`config.mk`:
```
export PLATFORM = sky130hd
export DESIGN_NAME = sorted_key_value_table_flat
export DESIGN_NICKNAME = d
export VERILOG_FILES = /design/src/rtl/skvt_pkg.sv /design/src/rtl/skvt_req_if.sv /design/src/rtl/skvt_cell.sv /design/src/rtl/sorted_key_value_table.sv /design/src/flat_wrapper.sv
export SDC_FILE = /design/constraint.sdc
export NUM_CORES = 2
export LEC_CHECK = 0
export BUFFER_PORTS_ARGS = -buffer_cell sky130_fd_sc_hd__clkbuf_2
export CAP_MARGIN = 5
export CORE_MARGIN = 3
export CORE_UTILIZATION = 40
export DETAILED_ROUTE_END_ITERATION = 12
export GPL_TIMING_DRIVEN = 0
export SYNTH_ARGS = -nofsm -noshare
export SYNTH_HDL_FRONTEND = slang
export SYNTH_SLANG_ARGS = --single-unit
```
`constraint.sdc`:
```
create_clock -name clk -period 9.56 [get_ports clk]
set_input_delay 2.39 -clock clk [delete_from_list [all_inputs] [get_ports clk]]
set_output_delay 2.39 -clock clk [all_outputs]
set_load 0.01 [all_outputs]
```
`src/rtl/skvt_pkg.sv`:
```
// Package for the sorted key/value table: sizes, opcodes, status codes,
// cell control types. No dependencies.
`default_nettype none

package skvt_pkg;

    localparam int CAPACITY = 16;
    localparam int CNT_W    = $clog2(CAPACITY + 1);

    localparam int FUNC_W  = 3;
    localparam int KEY_W   = 32;
    localparam int VAL_W   = 8;
    localparam int ECNT_W  = 5;
    localparam int STAT_W  = 2;

    typedef enum logic [FUNC_W-1:0] {
        FUNC_INSERT = 3'd0,
        FUNC_REMOVE = 3'd1,
        FUNC_LOOKUP = 3'd2,
        FUNC_CLEAR  = 3'd3,
        FUNC_DUMP   = 3'd4
    } func_t;

    localparam logic [STAT_W-1:0] STAT_OK     = 2'd0;
    localparam logic [STAT_W-1:0] STAT_FULL   = 2'd1;
    localparam logic [STAT_W-1:0] STAT_ABSENT = 2'd2;

    typedef enum logic [2:0] {
        CELL_HOLD,
        CELL_LOAD,
        CELL_FROM_PREV,
        CELL_FROM_NEXT,
        CELL_SET_VALUE
    } cell_op_t;

    typedef struct packed {
        cell_op_t op;
        logic     occ;
    } cell_ctrl_t;

endpackage

`default_nettype wire

```
`src/rtl/skvt_req_if.sv`:
```
// Request and response channel interfaces for the sorted key/value table.
// Depends on skvt_pkg.
`default_nettype none

interface skvt_req_if
    import skvt_pkg::*;
();
    logic               valid;
    logic               ready;
    logic [FUNC_W-1:0]  func;
    logic [KEY_W-1:0]   key;
    logic [VAL_W-1:0]   value;

    modport source (output valid, output func, output key, output value, input ready);
    modport sink   (input valid, input func, input key, input value, output ready);
endinterface

interface skvt_rsp_if
    import skvt_pkg::*;
();
    logic               valid;
    logic               ready;
    logic [VAL_W-1:0]   value_out;
    logic               found;
    logic [ECNT_W-1:0]  entry_count;
    logic [STAT_W-1:0]  status;
    logic               last;

    modport source (output valid, output value_out, output found, output entry_count,
                    output status, output last, input ready);
    modport sink   (input valid, input value_out, input found, input entry_count,
                    input status, input last, output ready);
endinterface

`default_nettype wire

```
`src/rtl/skvt_cell.sv`:
```
// One cell of the sorted chain: holds a key/value entry, compares it with
// the probe key and loads from its neighbors. Depends on skvt_pkg.
`default_nettype none

module skvt_cell
    import skvt_pkg::*;
(
    input  wire logic              clk,
    input  wire cell_ctrl_t        ctrl,
    input  wire logic [KEY_W-1:0]  probe_key,
    input  wire logic [VAL_W-1:0]  new_value,
    input  wire logic [KEY_W-1:0]  prev_key,
    input  wire logic [VAL_W-1:0]  prev_value,
    input  wire logic [KEY_W-1:0]  next_key,
    input  wire logic [VAL_W-1:0]  next_value,
    output logic [KEY_W-1:0]       key,
    output logic [VAL_W-1:0]       value,
    output logic                   lt,
    output logic                   eq
);

    logic [KEY_W-1:0] key_reg, key_next;
    logic [VAL_W-1:0] value_reg, value_next;

    always_comb
    begin
        key_next   = key_reg;
        value_next = value_reg;
        case (ctrl.op)
            CELL_LOAD:
            begin
                key_next   = probe_key;
                value_next = new_value;
            end
            CELL_FROM_PREV:
            begin
                key_next   = prev_key;
                value_next = prev_value;
            end
            CELL_FROM_NEXT:
            begin
                key_next   = next_key;
                value_next = next_value;
            end
            CELL_SET_VALUE: value_next = new_value;
            default: ;
        endcase
    end

    always_ff @(posedge clk)
    begin
        key_reg   <= key_next;
        value_reg <= value_next;
    end

    assign key   = key_reg;
    assign value = value_reg;
    assign lt    = ctrl.occ && (key_reg < probe_key);
    assign eq    = ctrl.occ && (key_reg == probe_key);

endmodule

`default_nettype wire

```
`src/rtl/sorted_key_value_table.sv`:
```
// Sorted key/value table built as a chain of compare-and-shift cells; uses
// skvt_pkg, skvt_req_if/skvt_rsp_if and skvt_cell.
// Single-result requests: result computed in S_EXEC, registered once the
// output is free; no new request is taken until then. A dump holds off
// requests, rotating the chain through cell 0 and emitting one result
// per cycle unless stalled. Reset (async, active low) empties the table.
`default_nettype none

module sorted_key_value_table
    import skvt_pkg::*;
(
    input  wire logic  clk,
    input  wire logic  rst_n,
    skvt_req_if.sink   req,
    skvt_rsp_if.source rsp
);

    typedef enum logic [1:0] {S_IDLE, S_EXEC, S_DUMP} state_t;

    state_t             state_reg, state_next;
    logic [CNT_W-1:0]   count_reg, count_next;
    logic [CNT_W-1:0]   idx_reg, idx_next;
    logic [FUNC_W-1:0]  func_reg;
    logic [KEY_W-1:0]   key_reg;
    logic [VAL_W-1:0]   value_reg;

    logic               out_valid_reg, out_valid_next;
    logic [VAL_W-1:0]   out_value_reg, out_value_next;
    logic               out_found_reg, out_found_next;
    logic [ECNT_W-1:0]  out_count_reg, out_count_next;
    logic [STAT_W-1:0]  out_status_reg, out_status_next;
    logic               out_last_reg, out_last_next;

    cell_ctrl_t          ctrl   [CAPACITY];
    logic [KEY_W-1:0]    c_key  [CAPACITY];
    logic [VAL_W-1:0]    c_val  [CAPACITY];
    logic [CAPACITY-1:0] lt_vec, eq_vec;

    logic               accept, out_free, hit, full;
    logic [VAL_W-1:0]   hit_value;

    assign accept   = req.valid && req.ready;
    assign req.ready = (state_reg == S_IDLE);
    assign out_free = !out_valid_reg || rsp.ready;

    genvar g;
    generate
        for (g = 0; g < CAPACITY; g++)
        begin : g_cell
            localparam int PI = (g == 0) ? CAPACITY - 1 : g - 1;
            localparam int NI = (g == CAPACITY - 1) ? 0 : g + 1;
            skvt_cell u_cell (
                .clk        (clk),
                .ctrl       (ctrl[g]),
                .probe_key  (key_reg),
                .new_value  (value_reg),
                .prev_key   (c_key[PI]),
                .prev_value (c_val[PI]),
                .next_key   (c_key[NI]),
                .next_value (c_val[NI]),
                .key        (c_key[g]),
                .value      (c_val[g]),
                .lt         (lt_vec[g]),
                .eq         (eq_vec[g])
            );
        end
    endgenerate

    assign hit  = |eq_vec;
    assign full = (count_reg == CNT_W'(CAPACITY));

    always_comb
    begin
        hit_value = '0;
        for (int i = 0; i < CAPACITY; i++)
        begin
            if (eq_vec[i])
            begin
                hit_value = hit_value | c_val[i];
            end
        end
    end

    always_comb
    begin
        state_next      = state_reg;
        count_next      = count_reg;
        idx_next        = idx_reg;
        out_valid_next  = out_valid_reg && !rsp.ready;
        out_value_next  = out_value_reg;
        out_found_next  = out_found_reg;
        out_count_next  = out_count_reg;
        out_status_next = out_status_reg;
        out_last_next   = out_last_reg;
        for (int i = 0; i < CAPACITY; i++)
        begin
            ctrl[i].occ = (CNT_W'(i) < count_reg);
            ctrl[i].op  = CELL_HOLD;
        end

        case (state_reg)
            S_IDLE:
            begin
                if (accept)
                begin
                    state_next = S_EXEC;
                end
            end
            S_EXEC:
            begin
                if (out_free)
                begin
                    state_next      = S_IDLE;
                    out_valid_next  = 1'b1;
                    out_value_next  = '0;
                    out_found_next  = 1'b0;
                    out_status_next = STAT_OK;
                    out_last_next   = 1'b1;
                    case (func_reg)
                        FUNC_INSERT:
                        begin
                            out_found_next = hit;
                            if (hit)
                            begin
                                for (int i = 0; i < CAPACITY; i++)
                                begin
                                    if (eq_vec[i])
                                    begin
                                        ctrl[i].op = CELL_SET_VALUE;
                                    end
                                end
                            end
                            else if (full)
                            begin
                                out_status_next = STAT_FULL;
                            end
                            else
                            begin
                                count_next = count_reg + 1'b1;
                                for (int i = 0; i < CAPACITY; i++)
                                begin
                                    if (lt_vec[i])
                                    begin
                                        ctrl[i].op = CELL_HOLD;
                                    end
                                    else if (i == 0 || lt_vec[(i == 0) ? 0 : i - 1])
                                    begin
                                        ctrl[i].op = CELL_LOAD;
                                    end
                                    else
                                    begin
                                        ctrl[i].op = CELL_FROM_PREV;
                                    end
                                end
                            end
                        end
                        FUNC_REMOVE:
                        begin
                            out_found_next = hit;
                            if (hit)
                            begin
                                count_next = count_reg - 1'b1;
                                for (int i = 0; i < CAPACITY; i++)
                                begin
                                    if (!lt_vec[i])
                                    begin
                                        ctrl[i].op = CELL_FROM_NEXT;
                                    end
                                end
                            end
                            else
                            begin
                                out_status_next = STAT_ABSENT;
                            end
                        end
                        FUNC_LOOKUP:
                        begin
                            out_found_next = hit;
                            out_value_next = hit_value;
                            if (!hit)
                            begin
                                out_status_next = STAT_ABSENT;
                            end
                        end
                        FUNC_CLEAR: count_next = '0;
                        FUNC_DUMP:
                        begin
                            if (count_reg == '0)
                            begin
                                out_status_next = STAT_ABSENT;
                            end
                            else
                            begin
                                out_valid_next = out_valid_reg && !rsp.ready;
                                state_next     = S_DUMP;
                                idx_next       = '0;
                            end
                        end
                        default: ;
                    endcase
                    if (state_next == S_IDLE)
                    begin
                        out_count_next = ECNT_W'(count_next);
                    end
                end
            end
            S_DUMP:
            begin
                if (idx_reg < count_reg)
                begin
                    if (out_free)
                    begin
                        out_valid_next  = 1'b1;
                        out_value_next  = c_val[0];
                        out_found_next  = 1'b0;
                        out_count_next  = ECNT_W'(count_reg);
                        out_status_next = STAT_OK;
                        out_last_next   = (idx_reg == count_reg - 1'b1);
                        idx_next        = idx_reg + 1'b1;
                        for (int i = 0; i < CAPACITY; i++)
                        begin
                            ctrl[i].op = CELL_FROM_NEXT;
                        end
                    end
                end
                else
                begin
                    idx_next = idx_reg + 1'b1;
                    for (int i = 0; i < CAPACITY; i++)
                    begin
                        ctrl[i].op = CELL_FROM_NEXT;
                    end
                end
                if (idx_next == CNT_W'(CAPACITY))
                begin
                    state_next = S_IDLE;
                end
            end
            default: state_next = S_IDLE;
        endcase
    end

    always_ff @(posedge clk or negedge rst_n)
    begin
        if (!rst_n)
        begin
            state_reg     <= S_IDLE;
            count_reg     <= '0;
            idx_reg       <= '0;
            out_valid_reg <= 1'b0;
        end
        else
        begin
            state_reg     <= state_next;
            count_reg     <= count_next;
            idx_reg       <= idx_next;
            out_valid_reg <= out_valid_next;
        end
    end

    always_ff @(posedge clk)
    begin
        if (accept)
        begin
            func_reg  <= req.func;
            key_reg   <= req.key;
            value_reg <= req.value;
        end
        out_value_reg  <= out_value_next;
        out_found_reg  <= out_found_next;
        out_count_reg  <= out_count_next;
        out_status_reg <= out_status_next;
        out_last_reg   <= out_last_next;
    end

    assign rsp.valid       = out_valid_reg;
    assign rsp.value_out   = out_value_reg;
    assign rsp.found       = out_found_reg;
    assign rsp.entry_count = out_count_reg;
    assign rsp.status      = out_status_reg;
    assign rsp.last        = out_last_reg;

    a_count_bound: assert property (@(posedge clk) disable iff (!rst_n)
        count_reg <= CNT_W'(CAPACITY))
        else $error("entry count exceeds capacity");

    a_unique_keys: assert property (@(posedge clk) disable iff (!rst_n)
        state_reg == S_EXEC |-> $onehot0(eq_vec))
        else $error("duplicate key in table");

    a_sorted_prefix: assert property (@(posedge clk) disable iff (!rst_n)
        state_reg == S_EXEC |-> (lt_vec & (lt_vec + CAPACITY'(1))) == '0)
        else $error("chain not in key order");

    a_dump_rsp_order: assert property (@(posedge clk) disable iff (!rst_n)
        state_reg == S_DUMP && idx_reg < count_reg && out_free |=>
        rsp.valid && rsp.last == (idx_reg == count_reg))
        else $error("dump last flag out of place");

endmodule

`default_nettype wire
```
`src/flat_wrapper.sv`:
```
// flat-port wrapper written by rule: the top's interface ports become plain ports
module sorted_key_value_table_flat import skvt_pkg::*;
  (clk, rst_n, req_valid, req_func, req_key, req_value, req_ready, rsp_valid, rsp_value_out, rsp_found, rsp_entry_count, rsp_status, rsp_last, rsp_ready);
  skvt_req_if req_i ();
  skvt_rsp_if rsp_i ();
  input  wire logic clk;
  input  wire logic rst_n;
  input wire logic [$bits(req_i.valid)-1:0] req_valid;
  input wire logic [$bits(req_i.func)-1:0] req_func;
  input wire logic [$bits(req_i.key)-1:0] req_key;
  input wire logic [$bits(req_i.value)-1:0] req_value;
  output wire logic [$bits(req_i.ready)-1:0] req_ready;
  output wire logic [$bits(rsp_i.valid)-1:0] rsp_valid;
  output wire logic [$bits(rsp_i.value_out)-1:0] rsp_value_out;
  output wire logic [$bits(rsp_i.found)-1:0] rsp_found;
  output wire logic [$bits(rsp_i.entry_count)-1:0] rsp_entry_count;
  output wire logic [$bits(rsp_i.status)-1:0] rsp_status;
  output wire logic [$bits(rsp_i.last)-1:0] rsp_last;
  input wire logic [$bits(rsp_i.ready)-1:0] rsp_ready;
  assign req_i.valid = req_valid;
  assign req_i.func = req_func;
  assign req_i.key = req_key;
  assign req_i.value = req_value;
  assign req_ready = req_i.ready;
  assign rsp_valid = rsp_i.valid;
  assign rsp_value_out = rsp_i.value_out;
  assign rsp_found = rsp_i.found;
  assign rsp_entry_count = rsp_i.entry_count;
  assign rsp_status = rsp_i.status;
  assign rsp_last = rsp_i.last;
  assign rsp_i.ready = rsp_ready;
  sorted_key_value_table u_core (.clk(clk), .rst_n(rst_n), .req(req_i), .rsp(rsp_i));
endmodule
```
==> metrics.md <==
| Metric | Value |
|---|---|
| WL/cell | `roughly 36 um` |
| Largest net degree at the start of global routing | `33` |
| Cell count after synthesis | `around 4,700` |
| Initial DRC Count | `between 6,000 and 7,000` |
| Largest cells by area after synthesis | `edfxtp_1 41%, ha_1 13%, mux2i_1 13%, nand2_1 3.0%, o21ai_0 2.8%` |
| Rows | `130` |
| CP Capture Type | `flop` |
| Post-synth top area share | `0.413` |
| Final ANT Viol Nets | `0` |
| Num CTS Buffers | `89` |
| Seq cells post-synth | `713` |
| Sequential area share after synthesis | `0.420` |
| Placed cells | `6,442` |
| DRT Pass-1 Iters | `8` |
| Vias per std cell | `roughly 6.8` |
| Pre-CTS setup slack | `between 200 and 300 ps` |
| Placed cell areas | `~54,000 um2` |
| Fin worst setup slack | `-92.5 ps` |
| Worst Max-Slew Pin Slew | `between 1500 and 2000 ps` |
| Max incr delay on CP | `about 1200 ps` |
| Min-Delay Path Class | `flop to flop` |
| Vias | `45,100` |
| First-pass GRT wire length | `about 330 mm` |
| Final setup skew | `between 40 and 50 ps` |
| Hold Buf Count CTS | `0` |
| Core area | `approximately 130,000 um2` |
| Final Max Slew Viols | `8` |
| Syn. warnings | `0` |
| Outcome | `complete, but fails checks` |
| Layout area overhead | `12.3%` |
| Final nets | `5,461` |
| Placer's final routability congestion estimate | `approximately 1.1` |
| Slew HR | `-0.155` |
| Reg2reg end | `u_core.g_cell[7].u_cell.value[2]` |
| Total clock sinks | `713` |
| DIE WIDTH | `363 um` |
| Drt total wl | `~240 mm` |
| FMAX | `roughly 0.10 GHz` |
| LEAKAGE | `roughly 22 nW` |
| Fin cells | `between 6,000 and 7,000` |
| Count leader, synth | `edfxtp_1` |
| GR Overflow Total | `0` |
| Post-layout util | `0.453` |
| Initial antenna violation count | `14` |
| Top cell type by total area after synthesis | `edfxtp_1` |
| Failing checks | `capacitance limit, slew limit, setup timing` |
| Clock buffer depth | `3` |
| Max reg flops | `about 510` |
| Clock insertion delay at the later pin of the skew report | `about 730 ps` |
| Mapped Nets | `5,262` |
| Number of global-route vias before repair | `roughly 43,000` |
| DRC Markers | `0` |
| # resized after CTS | `0` |
| Clock root cell | `clkbuf_16` |
| Worst-path clk slew | `around 60 ps` |
| Final worst path period share | `1.01` |
| Setup bufs post-CTS | `0` |
| Most used cell, CP | `clkbuf_1` |
| HP Start | `u_core.state_reg[1]` |
| Unrepaired setup endpoints after global routing | `false` |
| Netlist cell types | `95` |
| H-tree depth | `3` |
| Most common library cells after synthesis | `700 x edfxtp_1, 647 x mux2i_1, 525 x ha_1` |
| Maximum Capacitance Violations | `3` |
| CTS tree | `done` |
| Final setup viols | `8` |
| Critical path cell sequence | `clkbuf_1, clkinv_1, ha_1, and4_1, nor4bb_2, buf_4, and4b_1, buf_6, or4b_4, nor4_2, nor2_1, o31ai_1, clkbuf_1, clkbuf_1, nand2_1` |
| WHS Path Cells | `1` |
| Crit path DAT | `roughly 10000 ps` |
| IR drop worst, VDD | `approximately 0.00015 V` |
| Critical setup path kind | `flop to flop` |
| Pwr dens | `approximately 210 nW/um2` |
| Hold Path End | `u_core.state_reg[1]` |
| Number of flops mapped to enable cells by yosys | `700` |
| Fin area | `around 57,000 um2` |
| GRT Resource Usage Total | `0.356` |
| # fillers | `11,900` |
| Tmin final | `around 9700 ps` |
| IO Port Bufs | `65` |
| Post-synth top flop | `edfxtp_1` |
| Netlist Area Pre-Place | `roughly 51,000 um2` |
| Critical path data required time | `just under 10,000 ps` |
| Detailed Place HPWL | `between 150 and 200 mm` |
| Die area | `roughly 130,000 um2` |
| Crit start category | `flop` |
| Reg2reg setup slack | `-90 ps` |
| I/O pin total | `66` |
| Hold Vio Cnt, Final | `0` |
| Initial core utilization | `0.404` |
| RR Startpoint | `u_core.key_reg[19]` |
| CP Max Fanout | `25` |
| Avg Inst Size Synth | `~11 um2` |
| CP max-delay cell | `o31ai_1` |
| Reg2Reg Depth | `15` |
| Ys async rst share | `0.0182` |
| Layout cell share with drive strength beyond 1 | `0.103` |
| Chip Height | `~360 um` |
report_power, final:
| group | internal, mW | switching (mW) |
|---|---|---|
| logic | 1.31 | 2.78 |
| clock network | 2.03 | 1.50 |
| registers | 4.01 | 0.348 |
area by class of cell:
type | count | area, um2 | share of cell area
inverter | 127 | 507 | 0.00888
antenna | 13 | 32.5 | 0.000570
tap | 1650 | 2060 | 0.0362
timing repair buffer | 108 | 908 | 0.0159
clock buffer | 110 | 2410 | 0.0423
buffer | 279 | 1350 | 0.0236
clock inverter | 52 | 507 | 0.00888
sequential | 713 | 21300 | 0.374
multi-input combinational | 3571 | 28000 | 0.490
metrics by stage:
step                TNS (ps)  hold slack, ps  total power, mW
global placement     -649350             523             8.15
CTS                        0             548             11.8
global route               0             575             12.4
detailed placement         0             535             8.30
finish                  -721             545             12.0
floorplan                  0             500             6.63
how the worst max path moves through the flow:
| stage | from | endpoint |
|---|---|---|
| global route | u_core.key_reg[7] | u_core.g_cell[7].u_cell.value[2] |
| floorplan | u_core.key_reg[22] | u_core.g_cell[15].u_cell.key[0] |
| detailed placement | u_core.key_reg[27] | u_core.g_cell[7].u_cell.value[6] |
| global placement | u_core.key_reg[27] | u_core.g_cell[15].u_cell.key[17] |
| CTS | u_core.key_reg[27] | u_core.g_cell[7].u_cell.value[2] |
| finish | u_core.key_reg[19] | u_core.g_cell[7].u_cell.value[2] |
worst max-delay path: cells and delay by family, from the launching register on:
family | cells | cell delay, ps
compound gates | 1 | 1190
simple gates | 7 | 3210
flops | 1 | 320
buf+inv | 6 | 3840
fa+ha+maj | 1 | 700
per-layer routing:
metal  wire length [um]  track usage  share of wire
met1              97000        0.476           0.40
met2              99900        0.517           0.42
met3              29100        0.110           0.12
met4              14200        0.180          0.059
met5                 48       0.0181        0.00020
cells by family after synthesis:
group | count (synthesis) | share of synthesized area
compound gates | 1249 | 0.166
xor+xnor | 6 | 0.00103
fa+ha+maj | 525 | 0.129
buf+inv | 406 | 0.0358
flops | 713 | 0.420
mux | 713 | 0.142
simple gates | 1078 | 0.106
placed cells by master, fill, tap and decap left out, types with 94 or more instances in the layout:
master and instances:
nor2_1 100, ha_1 525, nand4_1 121, mux2i_1 647, o21ai_0 278, nand3_1 105, edfxtp_1 700, clkbuf_1 190
nand2_1 411, clkbuf_16 94, inv_1 95, a21oi_1 243, o211ai_1 153
No activity file was read; power rests on OpenSTA's default activity.
